--- src/hdl/led_mode_effect_refresher_defines.svh ---
// ----------------------------------------------------------------------------
// LED refresher assertion macros
// Concurrent check wrappers; they compile away when SYNTHESIS is defined.
// ----------------------------------------------------------------------------
`ifndef LED_MODE_EFFECT_REFRESHER_DEFINES_SVH
`define LED_MODE_EFFECT_REFRESHER_DEFINES_SVH

`ifndef SYNTHESIS

// property must hold at every clock edge outside reset
`define LMER_ASSERT(lbl, clk, rst, prop) \
  lbl: assert property (@(posedge clk) disable iff (rst) prop) \
    else $error("lmer: property violated");

// condition must never be seen outside reset
`define LMER_NEVER(lbl, clk, rst, cond) \
  lbl: assert property (@(posedge clk) disable iff (rst) !(cond)) \
    else $error("lmer: forbidden condition");

`else

`define LMER_ASSERT(lbl, clk, rst, prop)
`define LMER_NEVER(lbl, clk, rst, cond)

`endif

`endif

--- src/hdl/lmer_pkg.sv ---
// ----------------------------------------------------------------------------
// lmer_pkg
// Widths, codes and constants shared by the LED refresher files.
// ----------------------------------------------------------------------------
package lmer_pkg;

  // string geometry
  localparam int LED_COUNT   = 5;
  localparam int COLOR_COUNT = 9;

  // field widths
  localparam int REQ_TYPE_W  = 2;
  localparam int LED_NUM_W   = 3;
  localparam int COLOR_W     = 4;
  localparam int REQ_MODE_W  = 3;
  localparam int LEVEL_REQ_W = 8;
  localparam int TIME_W      = 32;
  localparam int LED_IDX_W   = 3;
  localparam int BRIGHT_W    = 4;
  localparam int REL_W       = 8;
  localparam int MODE_W      = 2;
  localparam int CFG_IDX_W   = 2;
  localparam int CFG_DATA_W  = 16;
  localparam int REFRESH_W   = 8;
  localparam int TEST_IVL_W  = 16;
  localparam int DIVISOR_W   = 11;
  localparam int TRI_W       = 10;
  localparam int SCALED_W    = TRI_W + REL_W;

  // shared divide-by-125 unit: 2000 = 16 * 125, 1000 = 8 * 125
  localparam int PHASE_LSB_W = 4;
  localparam int SCALE_LSB_W = 3;
  localparam int DIV_IN_W    = TIME_W - PHASE_LSB_W;
  localparam int DIV_R_W     = 7;
  localparam int RECIP_W     = 29;
  localparam int RECIP_SHIFT = 35;
  localparam int DIV_Q_W     = DIV_IN_W + RECIP_W - RECIP_SHIFT;
  // ceil(2^35 / 125), exact for every dividend below 2^28
  localparam logic [RECIP_W-1:0] RECIP_125 = 29'd274877907;

  // request codes
  localparam logic [REQ_TYPE_W-1:0] REQ_TICK      = 2'd0;
  localparam logic [REQ_TYPE_W-1:0] REQ_SET_MODE  = 2'd1;
  localparam logic [REQ_TYPE_W-1:0] REQ_SET_LEVEL = 2'd2;

  // LED modes
  localparam logic [MODE_W-1:0] MODE_ON     = 2'd0;
  localparam logic [MODE_W-1:0] MODE_OFF    = 2'd1;
  localparam logic [MODE_W-1:0] MODE_BLINK  = 2'd2;
  localparam logic [MODE_W-1:0] MODE_BREATH = 2'd3;

  // register indexes
  localparam logic [CFG_IDX_W-1:0] CFG_REFRESH_IVL = 2'd0;
  localparam logic [CFG_IDX_W-1:0] CFG_TEST_EN     = 2'd1;
  localparam logic [CFG_IDX_W-1:0] CFG_TEST_IVL    = 2'd2;

  // register reset values
  localparam logic [REFRESH_W-1:0]  REFRESH_IVL_RST = 8'd20;
  localparam logic [TEST_IVL_W-1:0] TEST_IVL_RST    = 16'd500;

  // levels and colors
  localparam logic [BRIGHT_W-1:0] MAX_LEVEL    = 4'd10;
  localparam logic [BRIGHT_W-1:0] LEVEL_RST    = 4'd5;
  localparam logic [COLOR_W-1:0]  TEST_COLOR   = 4'd7;
  localparam logic [REL_W-1:0]    LEVEL_FULL   = 8'd255;
  localparam logic [REL_W-1:0]    LEVEL_NONE   = 8'd0;

  // animation timing in ms
  localparam logic [DIVISOR_W-1:0] BREATH_PERIOD = 11'd2000;
  localparam logic [DIVISOR_W-1:0] BREATH_HALF   = 11'd1000;
  localparam logic [DIVISOR_W-1:0] BLINK_SLOT    = 11'd500;
  localparam logic [DIVISOR_W-1:0] BLINK_SLOT3   = 11'd1500;

  // LED number / index limits
  localparam logic [LED_NUM_W-1:0] LED_NUM_MAX = LED_NUM_W'(LED_COUNT);
  localparam logic [LED_IDX_W-1:0] LAST_IDX    = LED_IDX_W'(LED_COUNT - 1);
  localparam logic [COLOR_W:0]     COLOR_LIMIT = (COLOR_W + 1)'(COLOR_COUNT);

  // divider status toward the sequencer
  typedef struct packed {
    logic busy;
    logic done;
  } div_stat_t;

endpackage

--- src/hdl/lmer_if.sv ---
// ----------------------------------------------------------------------------
// lmer channel interfaces
// Request, result and register-write channels with valid/ready handshake.
// ----------------------------------------------------------------------------

// request channel: one beat per command or tick
interface lmer_req_if;
  logic                                valid;
  logic                                ready;
  logic [lmer_pkg::REQ_TYPE_W-1:0]     req_type;
  logic [lmer_pkg::LED_NUM_W-1:0]      led_number;
  logic [lmer_pkg::COLOR_W-1:0]        color_index;
  logic [lmer_pkg::REQ_MODE_W-1:0]     led_mode;
  logic [lmer_pkg::LEVEL_REQ_W-1:0]    level_request;
  logic [lmer_pkg::TIME_W-1:0]         now_ms;

  modport source (output valid, req_type, led_number, color_index, led_mode,
                  level_request, now_ms, input ready);
  modport sink   (input valid, req_type, led_number, color_index, led_mode,
                  level_request, now_ms, output ready);
endinterface

// result channel: one beat per LED of a refresh
interface lmer_res_if;
  logic                              valid;
  logic                              ready;
  logic [lmer_pkg::LED_IDX_W-1:0]    led_index;
  logic [lmer_pkg::COLOR_W-1:0]      color_out;
  logic [lmer_pkg::BRIGHT_W-1:0]     brightness_out;
  logic [lmer_pkg::REL_W-1:0]        relative_level;
  logic                              last_led;

  modport source (output valid, led_index, color_out, brightness_out,
                  relative_level, last_led, input ready);
  modport sink   (input valid, led_index, color_out, brightness_out,
                  relative_level, last_led, output ready);
endinterface

// register write channel
interface lmer_cfg_if;
  logic                               valid;
  logic                               ready;
  logic [lmer_pkg::CFG_IDX_W-1:0]     index;
  logic [lmer_pkg::CFG_DATA_W-1:0]    data;

  modport source (output valid, index, data, input ready);
  modport sink   (input valid, index, data, output ready);
endinterface

--- src/hdl/led_mode_effect_refresher.sv ---
// ----------------------------------------------------------------------------
// led_mode_effect_refresher
// Per-LED color/mode store with brightness, test rotation and refresh
// sequencing for a string of five LEDs.
// ----------------------------------------------------------------------------
// Set-mode and brightness beats are taken in the idle state, which the block
// stays in. A tick that does not refresh goes through accept, test step and
// refresh decision, then back to idle. A tick that refreshes goes through
// accept, test step, refresh decision, then two passes through the shared
// divide-by-125 unit (time mod 2000 for the animation phase, then the breath
// scale by 1000) before its first result beat. It then emits one result beat
// per LED, five beats, paced by the result ready.
// Requests are not taken until the last beat of a refresh has gone out.
// Register writes are always taken and are meant for idle periods only.
`include "led_mode_effect_refresher_defines.svh"

module led_mode_effect_refresher (
  input  logic        clk,
  input  logic        rst,
  lmer_req_if.sink    req,
  lmer_res_if.source  res,
  lmer_cfg_if.sink    cfg
);

  // sequencer states
  localparam logic [2:0] ST_IDLE   = 3'd0;
  localparam logic [2:0] ST_TEST   = 3'd1;
  localparam logic [2:0] ST_DECIDE = 3'd2;
  localparam logic [2:0] ST_PHASE  = 3'd3;
  localparam logic [2:0] ST_SCALE  = 3'd4;
  localparam logic [2:0] ST_EMIT   = 3'd5;

  logic [2:0] state;

  // LED state
  logic [lmer_pkg::COLOR_W-1:0]    led_color [lmer_pkg::LED_COUNT];
  logic [lmer_pkg::MODE_W-1:0]     led_mode  [lmer_pkg::LED_COUNT];
  logic [lmer_pkg::BRIGHT_W-1:0]   brightness;
  logic                            dirty;
  logic [lmer_pkg::TIME_W-1:0]     last_refresh;
  logic [lmer_pkg::TIME_W-1:0]     last_test;
  logic [lmer_pkg::LED_IDX_W-1:0]  test_pos;
  logic                            test_started;

  // registers
  logic [lmer_pkg::REFRESH_W-1:0]  refresh_ivl;
  logic                            test_en;
  logic [lmer_pkg::TEST_IVL_W-1:0] test_ivl;

  // tick context
  logic [lmer_pkg::TIME_W-1:0]     now_q;
  logic                            blink_on;
  logic [lmer_pkg::REL_W-1:0]      breath_level;
  logic [lmer_pkg::LED_IDX_W-1:0]  emit_idx;

  // combinational helpers
  logic                            req_fire;
  logic                            res_fire;
  logic                            set_ok;
  logic [lmer_pkg::LED_IDX_W-1:0]  set_idx;
  logic [lmer_pkg::BRIGHT_W-1:0]   level_sat;
  logic                            test_due;
  logic                            animated;
  logic                            refresh_due;
  logic [lmer_pkg::DIVISOR_W-1:0]  phase;
  logic [lmer_pkg::TRI_W-1:0]      tri_x;
  logic [lmer_pkg::SCALED_W-1:0]   tri_scaled;
  logic                            blink_next;
  logic                            div_start;
  logic [lmer_pkg::DIV_IN_W-1:0]   div_dividend;
  logic [lmer_pkg::DIV_Q_W-1:0]    div_quo;
  logic [lmer_pkg::DIV_R_W-1:0]    div_rem;
  lmer_pkg::div_stat_t             div_stat;
  logic [lmer_pkg::MODE_W-1:0]     emit_mode;

  assign req_fire  = req.valid && req.ready;
  assign res_fire  = res.valid && res.ready;
  assign req.ready = (state == ST_IDLE);
  assign cfg.ready = 1'b1;

  // request decode
  always_comb begin
    set_ok = (req.led_number != '0) && (req.led_number <= lmer_pkg::LED_NUM_MAX)
          && ({1'b0, req.color_index} < lmer_pkg::COLOR_LIMIT)
          && (req.led_mode <= {1'b0, lmer_pkg::MODE_BREATH});
    set_idx   = lmer_pkg::LED_IDX_W'(req.led_number - 1'b1);
    level_sat = (req.level_request > {4'b0, lmer_pkg::MAX_LEVEL})
              ? lmer_pkg::MAX_LEVEL : req.level_request[lmer_pkg::BRIGHT_W-1:0];
  end

  // tick decisions
  always_comb begin
    animated = 1'b0;
    for (int i = 0; i < lmer_pkg::LED_COUNT; i++) begin
      if (led_mode[i] == lmer_pkg::MODE_BLINK || led_mode[i] == lmer_pkg::MODE_BREATH)
        animated = 1'b1;
    end
    test_due = test_en && (!test_started
             || ((now_q - last_test) >= lmer_pkg::TIME_W'(test_ivl)));
    refresh_due = dirty || (animated
                && ((now_q - last_refresh) >= lmer_pkg::TIME_W'(refresh_ivl)));
  end

  // animation phase: (time / 16) mod 125, low four time bits put back
  always_comb begin
    phase = {div_rem, now_q[lmer_pkg::PHASE_LSB_W-1:0]};
    if (phase < lmer_pkg::BREATH_HALF)
      tri_x = phase[lmer_pkg::TRI_W-1:0];
    else
      tri_x = lmer_pkg::TRI_W'(lmer_pkg::BREATH_PERIOD - phase);
    // x * 255 as (x << 8) - x
    tri_scaled = {tri_x, {lmer_pkg::REL_W{1'b0}}} - lmer_pkg::SCALED_W'(tri_x);
    blink_next = ((phase >= lmer_pkg::BLINK_SLOT) && (phase < lmer_pkg::BREATH_HALF))
              || (phase >= lmer_pkg::BLINK_SLOT3);
  end

  // shared divider operand select: time / 16, then scaled triangle / 8
  always_comb begin
    div_start = ((state == ST_DECIDE) && refresh_due)
             || ((state == ST_PHASE) && div_stat.done);
    if (state == ST_PHASE) begin
      div_dividend = lmer_pkg::DIV_IN_W'(
                       tri_scaled[lmer_pkg::SCALED_W-1:lmer_pkg::SCALE_LSB_W]);
    end else begin
      div_dividend = now_q[lmer_pkg::TIME_W-1:lmer_pkg::PHASE_LSB_W];
    end
  end

  lmer_div u_div (
    .clk       (clk),
    .rst       (rst),
    .start     (div_start),
    .dividend  (div_dividend),
    .quotient  (div_quo),
    .remainder (div_rem),
    .stat      (div_stat)
  );

  // register writes
  always_ff @(posedge clk) begin
    if (rst) begin
      refresh_ivl <= lmer_pkg::REFRESH_IVL_RST;
      test_en     <= 1'b1;
      test_ivl    <= lmer_pkg::TEST_IVL_RST;
    end else if (cfg.valid && cfg.ready) begin
      unique case (cfg.index)
        lmer_pkg::CFG_REFRESH_IVL: refresh_ivl <= cfg.data[lmer_pkg::REFRESH_W-1:0];
        lmer_pkg::CFG_TEST_EN:     test_en     <= cfg.data[0];
        lmer_pkg::CFG_TEST_IVL:    test_ivl    <= cfg.data[lmer_pkg::TEST_IVL_W-1:0];
        default: ;
      endcase
    end
  end

  // sequencer and LED state
  always_ff @(posedge clk) begin
    if (rst) begin
      state        <= ST_IDLE;
      for (int i = 0; i < lmer_pkg::LED_COUNT; i++) begin
        led_color[i] <= '0;
        led_mode[i]  <= lmer_pkg::MODE_OFF;
      end
      brightness   <= lmer_pkg::LEVEL_RST;
      dirty        <= 1'b1;
      last_refresh <= '0;
      last_test    <= '0;
      test_pos     <= '0;
      test_started <= 1'b0;
      emit_idx     <= '0;
    end else begin
      unique case (state)
        ST_IDLE: begin
          if (req_fire) begin
            now_q <= req.now_ms;
            priority if (req.req_type == lmer_pkg::REQ_TICK) begin
              state <= ST_TEST;
            end else if (req.req_type == lmer_pkg::REQ_SET_MODE) begin
              if (set_ok) begin
                led_color[set_idx] <= req.color_index;
                led_mode[set_idx]  <= req.led_mode[lmer_pkg::MODE_W-1:0];
                dirty              <= 1'b1;
              end
            end else if (req.req_type == lmer_pkg::REQ_SET_LEVEL) begin
              brightness <= level_sat;
              dirty      <= 1'b1;
            end else begin
              // unknown request: dropped
            end
          end
        end
        ST_TEST: begin
          // rotate the single lit test LED
          if (test_due) begin
            for (int i = 0; i < lmer_pkg::LED_COUNT; i++) begin
              led_color[i] <= lmer_pkg::TEST_COLOR;
              led_mode[i]  <= (lmer_pkg::LED_IDX_W'(i) == test_pos)
                            ? lmer_pkg::MODE_ON : lmer_pkg::MODE_OFF;
            end
            brightness   <= lmer_pkg::MAX_LEVEL;
            dirty        <= 1'b1;
            test_pos     <= (test_pos == lmer_pkg::LAST_IDX) ? '0 : test_pos + 1'b1;
            last_test    <= now_q;
            test_started <= 1'b1;
          end
          state <= ST_DECIDE;
        end
        ST_DECIDE: begin
          if (refresh_due) begin
            dirty        <= 1'b0;
            last_refresh <= now_q;
            state        <= ST_PHASE;
          end else begin
            state <= ST_IDLE;
          end
        end
        ST_PHASE: begin
          // phase ready: keep blink slot, start breath scaling
          if (div_stat.done) begin
            blink_on <= blink_next;
            state    <= ST_SCALE;
          end
        end
        ST_SCALE: begin
          if (div_stat.done) begin
            breath_level <= div_quo[lmer_pkg::REL_W-1:0];
            emit_idx     <= '0;
            state        <= ST_EMIT;
          end
        end
        ST_EMIT: begin
          if (res_fire) begin
            if (emit_idx == lmer_pkg::LAST_IDX) begin
              state <= ST_IDLE;
            end else begin
              emit_idx <= emit_idx + 1'b1;
            end
          end
        end
        default: state <= ST_IDLE;
      endcase
    end
  end

  // result beat, held stable until it is taken
  assign emit_mode = led_mode[emit_idx];

  always_comb begin
    res.valid          = (state == ST_EMIT);
    res.led_index      = emit_idx;
    res.color_out      = led_color[emit_idx];
    res.brightness_out = brightness;
    res.last_led       = (emit_idx == lmer_pkg::LAST_IDX);
    unique case (emit_mode)
      lmer_pkg::MODE_ON:    res.relative_level = lmer_pkg::LEVEL_FULL;
      lmer_pkg::MODE_OFF:   res.relative_level = lmer_pkg::LEVEL_NONE;
      lmer_pkg::MODE_BLINK: res.relative_level = blink_on ? lmer_pkg::LEVEL_FULL
                                                          : lmer_pkg::LEVEL_NONE;
      default:              res.relative_level = breath_level;
    endcase
  end

  // checks
  `LMER_NEVER(a_no_req_while_emit, clk, rst, res.valid && req.ready)
  `LMER_ASSERT(a_beat_advances, clk, rst, (res_fire && !res.last_led) |=> (res.valid && (res.led_index == $past(res.led_index) + 3'd1)))
  `LMER_NEVER(a_div_only_in_refresh, clk, rst, div_stat.busy && (state != ST_PHASE) && (state != ST_SCALE))
  `LMER_NEVER(a_level_in_range, clk, rst, brightness > lmer_pkg::MAX_LEVEL)

endmodule

--- src/hdl/lmer_div.sv ---
// ----------------------------------------------------------------------------
// lmer_div
// Shared divide-by-125 unit. Multiplies by a fixed reciprocal, then gets the
// remainder by back-multiplication. Both are registered; done pulses once.
// ----------------------------------------------------------------------------
module lmer_div (
  input  logic                              clk,
  input  logic                              rst,
  input  logic                              start,
  input  logic [lmer_pkg::DIV_IN_W-1:0]     dividend,
  output logic [lmer_pkg::DIV_Q_W-1:0]      quotient,
  output logic [lmer_pkg::DIV_R_W-1:0]      remainder,
  output lmer_pkg::div_stat_t               stat
);

  localparam int PROD_W = lmer_pkg::DIV_IN_W + lmer_pkg::RECIP_W;

  logic [PROD_W-1:0]              prod;
  logic [lmer_pkg::DIV_IN_W-1:0]  num_q;
  logic                           busy;
  logic                           done;

  logic [lmer_pkg::DIV_Q_W-1:0]   quo_est;
  logic [lmer_pkg::DIV_IN_W-1:0]  quo_x125;
  logic [lmer_pkg::DIV_IN_W-1:0]  rem_full;

  // quotient from the product top bits, remainder as x - 125 * q
  always_comb begin
    quo_est  = prod[PROD_W-1:lmer_pkg::RECIP_SHIFT];
    quo_x125 = lmer_pkg::DIV_IN_W'({quo_est, 7'b0})
             - lmer_pkg::DIV_IN_W'({quo_est, 1'b0})
             - lmer_pkg::DIV_IN_W'(quo_est);
    rem_full = num_q - quo_x125;
  end

  // control
  always_ff @(posedge clk) begin
    if (rst) begin
      busy <= 1'b0;
      done <= 1'b0;
    end else begin
      busy <= start;
      done <= busy;
    end
  end

  // datapath: product on start, quotient and remainder registered while busy
  always_ff @(posedge clk) begin
    if (start) begin
      prod  <= PROD_W'(dividend) * PROD_W'(lmer_pkg::RECIP_125);
      num_q <= dividend;
    end
    if (busy) begin
      quotient  <= quo_est;
      remainder <= rem_full[lmer_pkg::DIV_R_W-1:0];
    end
  end

  assign stat.busy = busy;
  assign stat.done = done;

endmodule
--- src/flat_wrapper.sv ---
// flat-port wrapper written by rule: the top's interface ports become plain ports
module led_mode_effect_refresher_flat 
  (clk, rst, req_valid, req_req_type, req_led_number, req_color_index, req_led_mode, req_level_request, req_now_ms, req_ready, res_valid, res_led_index, res_color_out, res_brightness_out, res_relative_level, res_last_led, res_ready, cfg_valid, cfg_index, cfg_data, cfg_ready);
  lmer_req_if req_i ();
  lmer_res_if res_i ();
  lmer_cfg_if cfg_i ();
  input  logic clk;
  input  logic rst;
  input wire logic [$bits(req_i.valid)-1:0] req_valid;
  input wire logic [$bits(req_i.req_type)-1:0] req_req_type;
  input wire logic [$bits(req_i.led_number)-1:0] req_led_number;
  input wire logic [$bits(req_i.color_index)-1:0] req_color_index;
  input wire logic [$bits(req_i.led_mode)-1:0] req_led_mode;
  input wire logic [$bits(req_i.level_request)-1:0] req_level_request;
  input wire logic [$bits(req_i.now_ms)-1:0] req_now_ms;
  output wire logic [$bits(req_i.ready)-1:0] req_ready;
  output wire logic [$bits(res_i.valid)-1:0] res_valid;
  output wire logic [$bits(res_i.led_index)-1:0] res_led_index;
  output wire logic [$bits(res_i.color_out)-1:0] res_color_out;
  output wire logic [$bits(res_i.brightness_out)-1:0] res_brightness_out;
  output wire logic [$bits(res_i.relative_level)-1:0] res_relative_level;
  output wire logic [$bits(res_i.last_led)-1:0] res_last_led;
  input wire logic [$bits(res_i.ready)-1:0] res_ready;
  input wire logic [$bits(cfg_i.valid)-1:0] cfg_valid;
  input wire logic [$bits(cfg_i.index)-1:0] cfg_index;
  input wire logic [$bits(cfg_i.data)-1:0] cfg_data;
  output wire logic [$bits(cfg_i.ready)-1:0] cfg_ready;
  assign req_i.valid = req_valid;
  assign req_i.req_type = req_req_type;
  assign req_i.led_number = req_led_number;
  assign req_i.color_index = req_color_index;
  assign req_i.led_mode = req_led_mode;
  assign req_i.level_request = req_level_request;
  assign req_i.now_ms = req_now_ms;
  assign req_ready = req_i.ready;
  assign res_valid = res_i.valid;
  assign res_led_index = res_i.led_index;
  assign res_color_out = res_i.color_out;
  assign res_brightness_out = res_i.brightness_out;
  assign res_relative_level = res_i.relative_level;
  assign res_last_led = res_i.last_led;
  assign res_i.ready = res_ready;
  assign cfg_i.valid = cfg_valid;
  assign cfg_i.index = cfg_index;
  assign cfg_i.data = cfg_data;
  assign cfg_ready = cfg_i.ready;
  led_mode_effect_refresher u_core (.clk(clk), .rst(rst), .req(req_i), .res(res_i), .cfg(cfg_i));
endmodule
--- config.mk ---
export PLATFORM = sky130hd
export DESIGN_NAME = led_mode_effect_refresher_flat
export DESIGN_NICKNAME = d
export VERILOG_FILES = /design/src/hdl/lmer_pkg.sv /design/src/hdl/lmer_if.sv /design/src/hdl/led_mode_effect_refresher.sv /design/src/hdl/lmer_div.sv /design/src/flat_wrapper.sv
export VERILOG_INCLUDE_DIRS = /design/src /design/src/hdl
export SDC_FILE = /design/constraint.sdc
export NUM_CORES = 1
export LEC_CHECK = 0
export BUFFER_PORTS_ARGS = -buffer_cell sky130_fd_sc_hd__buf_2
export CAP_MARGIN = 20
export CORE_ASPECT_RATIO = 1.4
export CORE_MARGIN = 1
export CORE_UTILIZATION = 60
export CTS_CLUSTER_SIZE = 40
export DETAILED_ROUTE_END_ITERATION = 16
export PLACE_DENSITY = 0.8
export SETUP_SLACK_MARGIN = 0.1
export SLEW_MARGIN = 20
export SYNTH_ARGS = -nofsm -noshare
export SYNTH_HDL_FRONTEND = slang
export SYNTH_SLANG_ARGS = --single-unit
--- constraint.sdc ---
create_clock -name clk -period 12.4 [get_ports clk]
set_input_delay 0.62 -clock clk [delete_from_list [all_inputs] [get_ports clk]]
set_output_delay 0.62 -clock clk [all_outputs]
set_load 0.02 [all_outputs]
After elaboration in Yosys (flattened, before gate mapping)
Memories as Yosys holds them, arrays and structs flattened. A register that Yosys moved wholly into a read port is not among the register bits. Index checks and enable logic that the tools add are counted.

Flip-flop bits (word level): 212. RAM bits: 30. Input port bits: 75. Output and inout bits: 23. Memories kept: 2.

Memory list: u_core.led_color (words 5, width 4, rd ports 1, clocked after memory_dff 1, wr ports 5, line led_mode_effect_refresher.sv:36) `logic [lmer_pkg::COLOR_W-1:0] led_color [lmer_pkg::LED_COUNT];`; u_core.led_mode (words 5, width 2, rd ports 6, clocked after memory_dff 1, wr ports 5, line led_mode_effect_refresher.sv:37) `logic [lmer_pkg::MODE_W-1:0] led_mode [lmer_pkg::LED_COUNT];`.

Add/sub/neg operators: 10. $mul: 1. Order comparisons: 9. Equal/unequal tests: 41. Multiplexer cells: 75. Bitwise gates (word level): 11. Reduce and logical (&&, ||, !) cells: 43.

Operator list (number): $sub 32x32->32 (2); $mux 3 (16); $mux 4 (12); $mul 28x29->43 const B (1); $ge 32x16->1 (1); $ge 32x8->1 (1); $mux 1 (32); $mux 28 (1); $eq 2x2->1 const B (13); $pmux 8 s3 (1); $ne 2x2->1 const B (10); $pmux 3 s6 (1); $sub 18x10->18 (1); $mux 2 (7); $sub 7x7->7 (2); $eq 3x3->1 const B (4); $reduce_and 6->1 (2); $ge 11x11->1 const B (1); $ge 11x9->1 const B (1); $lt 11x10->1 const B (1); $logic_and 1x1->1 (10); $mux 10 (1); $or 1x1->1 (10); $reduce_and 2->1 (5); 32 further kinds (54).

Depth between registers and ports, before layout
Word-level depth: 13. Depth in mapped cells: 42. Depth with buffers taken out: 41.

Hierarchy
From an unflattened synthesis, not the netlist that was laid out.

Cells, all modules: 2891. Area, all modules: 27889.2 um2.

Modules (own cells, without submodules): lmer_div (instances 1, cells an instance 1392, area each 14387.5 um2); led_mode_effect_refresher (instances 1, cells an instance 1499, area each 13501.7 um2).

Worst setup path after synthesis
OpenSTA, ideal clock, no wires.

Kind: register to register. From: reg u_core.now_q[0] (netlist bit). To: reg u_core.u_div.prod[41] (data pin). Setup time: 0.258 ns. Arrival time: 9.385 ns. Data required time: 12.142 ns. Path slack: 2.757 ns. Cell stages (with the launch flop): 38. Buffers on the path: 1. Period minus slack after synthesis: 9.643 ns. Cells stage by stage: edfxtp_1 -> clkbuf_1 -> inv_1 -> ha_1 -> or3b_2 -> a211oi_1 -> xor2_1 -> nor3_1 -> and2_1 -> nand2b_1 -> o31ai_1 -> nor3_1 -> xnor2_1 -> o21ai_0 -> inv_1 -> fa_1 -> fa_1 -> inv_1 -> [2 not listed] -> fa_1 -> fa_1 -> inv_1 -> fa_1 -> inv_1 -> fa_1 -> inv_1 -> ha_1 -> a21o_1 -> a211o_1 -> a311o_1 -> o21ai_0 -> a21oi_1 -> a2111oi_0 -> or3_1 -> nand3b_1 -> a21oi_1 -> xnor2_1.

Longest elaborated chain between the ends: 5.

Ends and longest elaborated chain: from (decl) (line led_mode_effect_refresher.sv:51) `logic [lmer_pkg::TIME_W-1:0] now_q;`; from (signal assigned) (line led_mode_effect_refresher.sv:174) `now_q <= req.now_ms;`; $sub 10x10->10 or $lt 11x10->1 (tied branches) (line led_mode_effect_refresher.sv:110, led_mode_effect_refresher.sv:107); $mux 10 (*) (line led_mode_effect_refresher.sv:107) `if (phase < lmer_pkg::BREATH_HALF)`; $sub 18x10->18 (*) (line led_mode_effect_refresher.sv:112) `tri_scaled = {tri_x, {lmer_pkg::REL_W{1'b0}}} - lmer_pkg::SCALED_W'(tri_x);`; $mux 28 (*) (line led_mode_effect_refresher.sv:121) `if (state == ST_PHASE) begin`; $mul 28x29->43 (*) (line lmer_div.sv:50) `prod <= PROD_W'(dividend) * PROD_W'(lmer_pkg::RECIP_125);`; to (signal assigned) (line lmer_div.sv:50); to (decl) (line lmer_div.sv:18) `logic [PROD_W-1:0] prod;`.

Every way passes the cells marked *; elsewhere a longest branch is shown, timed or not. A chain may end at the register's enable or synchronous reset.

Worst setup path after layout
From: reg u_core.now_q[0] (netlist bit). To: reg u_core.u_div.prod[39] (data pin).

Same word-level chain as after synthesis.

==> results.json <==
{
  "status": "finished, final reports clean",
  "ctsHoldBuffers": 0,
  "cts_buffer_depth": 3,
  "cts_buffers": 21,
  "drt_iter0_drc": 1106,
  "min_period_over_period_pct": 82.4,
  "setup_tns_ns": 0,
  "cpPeakStageDelay_ns": 0.60,
  "ir_drop_mv": 0.383,
  "wl_per_cell_um": 20.0,
  "worstSetupPathType": "reg2reg",
  "ys.flop_type": "edfxtp_1",
  "cts.sinks": 228,
  "slew_viol_final": 0,
  "hp-class": "in2reg",
  "nets": 3262,
  "io_pins": 98,
  "synth_cells": 2519,
  "route.met2.wl_um": 33400,
  "synth_edf_count": 119,
  "ctsRootBufferMaster": "clkbuf_16",
  "crit_path_max_fanout": 9,
  "synth.mux.area_fraction_pct": 2.96,
  "synth_xor_area_share_pct": 3.21,
  "r2r_end": "u_core.u_div.prod[39]",
  "synth_common_cells": "539 x inv_1, 346 x ha_1, 249 x fa_1",
  "crit_required_ns": 12.68,
  "fin_crit_ns": 10.21,
  "syn-cell-area_mm2": 0.0243,
  "die_w_um": 172,
  "seq_area_frac_synth_pct": 23.7,
  "final_antenna_net_count": 0,
  "synth_area_per_cell_um2": 9.65,
  "place_congestion": 1.01,
  "setup_viol": 0,
  "start_util_pct": 61.2,
  "start_kind": "register",
  "maxSlewHeadroom_pct": 27.5,
  "routed.top_layer": "met4",
  "synth.most_common_cell": "inv_1",
  "grt_start_max_net_pins": 79,
  "pwr_density_cell_mw_per_mm2": 260,
  "synth_fa_ha_area_share_pct": 38.3,
  "synth_top_family_by_area": "adder cells",
  "synth_compound_area_share_pct": 12.5,
  "routed_wl_um": 62600,
  "yosysTopAreaCell": "fa_1",
  "synth_top_area_share_pct": 20.5,
  "cts_tree": "yes",
  "die-area_mm2": 0.0413,
  "grt-ovfl-total": 0,
  "critPathCaptureType": "register",
  "grt_pass1_wl_um": 99000,
  "port_buffers": 96,
  "clk_latency_ns": 0.53,
  "worstRegToRegCells": 37,
  "core-area_mm2": 0.0397,
  "yosys_register_bits": 228,
  "synth_top_cells_by_area": "fa_1 20%, ha_1 18%, edfxtp_1 15%",
  "placed_area_mm2": 0.0253,
  "p_leak_uw": 0.0124,
  "grt_util_all_layers_pct": 31.5,
  "reg2reg_setup_slack_ns": 2.19,
  "path_clk_slew_ns": 0.07,
  "drtPass1Iterations": 6,
  "slowest_stage": "a2111oi_0",
  "ys_types": 82,
  "crit_path_start": "u_core.now_q[0]",
  "rr_startpoint": "u_core.now_q[0]",
  "vias": 18200,
  "skew_ns": 0.0103,
  "ys_async_sr_fraction_pct": 0,
  "rows": 86,
  "antenna_found_initial": 1,
  "layout-drive-gt1-share_pct": 7.59,
  "drt-met1-wl_um": 22500,
  "postCtsSetupBuffers": 0,
  "ctsResizeCount": 0,
  "grt_pass1_vias": 19100,
  "ys_warn_count": 0,
  "viasPerCell": 5.79,
  "wl_met3_um": 2440,
  "final_area_mm2": 0.0260,
  "drc_errors": 0,
  "clock.fmax_mhz": 97.9,
  "synthSimpleGateAreaFrac_pct": 9.76,
  "finalHoldViolCount": 0,
  "maxCapViolations": 0,
  "die_y_um": 240,
  "syn2layout_area_growth_pct": 6.98,
  "worst_hold_slack_ns": 0.266,
  "crit_end": "u_core.u_div.prod[39]",
  "synthesis.nets": 3189,
  "tightest_slew_ns": 1.08,
  "rsz0062_at_grt": "false",
  "crit_arrival_ns": 10.49,
  "htreeDepth": 1,
  "utilization_pct": 65.5,
  "hpwl_um": 51600
}
layout by cell type, fill, tap and decap left out, drive strengths merged, types with 10 or more instances in the layout:
| master | netlist | layout |
|---|---|---|
| nor4 | 11 | 11 |
| dfxtp | 109 | 109 |
| o31ai | 17 | 17 |
| nand4 | 11 | 11 |
| fa | 249 | 249 |
| clkbuf | 53 | 23 |
| a21o | 76 | 76 |
| inv | 540 | 543 |
| nor2b | 17 | 17 |
| mux4 | 12 | 12 |
| or3 | 12 | 12 |
| o21ai | 97 | 97 |
| ha | 346 | 346 |
| nand3 | 58 | 58 |
| xor2 | 32 | 32 |
| buf | 14 | 117 |
| and3 | 19 | 19 |
| and2 | 23 | 23 |
| mux2i | 37 | 37 |
| nor2 | 80 | 80 |
| edfxtp | 119 | 119 |
| xnor2 | 57 | 57 |
| o21a | 14 | 14 |
| o21bai | 10 | 10 |
| a31oi | 15 | 15 |
| a21oi | 139 | 139 |
| o211ai | 21 | 21 |
| nand2 | 154 | 154 |
| nor3 | 29 | 29 |
| nand2b | 21 | 21 |
routing by layer:
metal	GRT usage [%]	vias up
li1	-	8555
met2	59.1	518
met1	33.9	8896
met5	0	-
met4	19.1	0
met3	2.53	201
cells by family (layout without fill, tap and decap cells):
group | after synthesis | after routing
buffers and inverters | 607 | 695
adders and majority gates | 595 | 595
and+or+nand+nor | 475 | 475
AOI/OAI and AO/OA | 468 | 468
DFF | 228 | 228
xor gates and xnor gates | 89 | 89
muxes | 56 | 56
other | 1 | 2
per-stage QoR:
stage | worst slack (ns) | total power [uW] | std cells
3_5_place_dp | 2.34 | 6030 | 3097
6_report | 2.19 | 6750 | 3136
2_1_floorplan | 2.76 | 4690 | 2519
3_3_place_gp | 2.42 | 5910 | 3097
4_1_cts | 2.29 | 6740 | 3135
5_1_grt | 1.62 | 7400 | 3135
critical path: cells and delay by family (launching register included):
family	cells	cell delay (ns)
buf+inv	8	0.84
compound gates	11	2.86
fa+ha+maj	9	3.73
flops	1	0.53
xor+xnor	3	0.38
simple gates	6	1.60
cell type report:
class	count	area, um^2
diodes	1	2.50
repair buffers	117	638
clock inverters	15	144
inverters	540	2030
fillers	3160	13700
well taps	528	661
multi-input cells	1684	16300
flip-flops and latches	228	5760
clock buffers	23	533
report_power, final:
part	switching [uW]	leakage (uW)	internal, uW
Combinational	2910	0.0101	2200
Sequential	51.3	0.00199	939
Clock	296	0.000318	357
registers in the layout, indices dropped and copies added, names as in the netlist, 4 cells and up, named ones only:
signal and count:
u_core.last_refresh 32, u_core.led_color 32, u_core.test_ivl 16, u_core.last_test 32
u_core.u_div.remainder 7, u_core.u_div.quotient 8, u_core.u_div.num_q 6, u_core.res.brightness_out 4
u_core.refresh_ivl 8, u_core.u_div.prod 9, u_core.led_mode 16, u_core.breath_level 8
u_core.now_q 32
how the worst min path moves through the flow:
stage | from | to | cells after the start
final | req_now_ms[31] | u_core.now_q[31] | 1
after global routing | req_now_ms[8] | u_core.now_q[8] | 1
after CTS | req_now_ms[31] | u_core.now_q[31] | 1
after detailed placement | u_core.u_div.quotient[1] | u_core.breath_level[1] | 0
after global placement | u_core.u_div.quotient[7] | u_core.breath_level[7] | 0
after floorplan | u_core.u_div.quotient[0] | u_core.breath_level[0] | 0
Note: power is estimated with default switching activity, not from simulation.
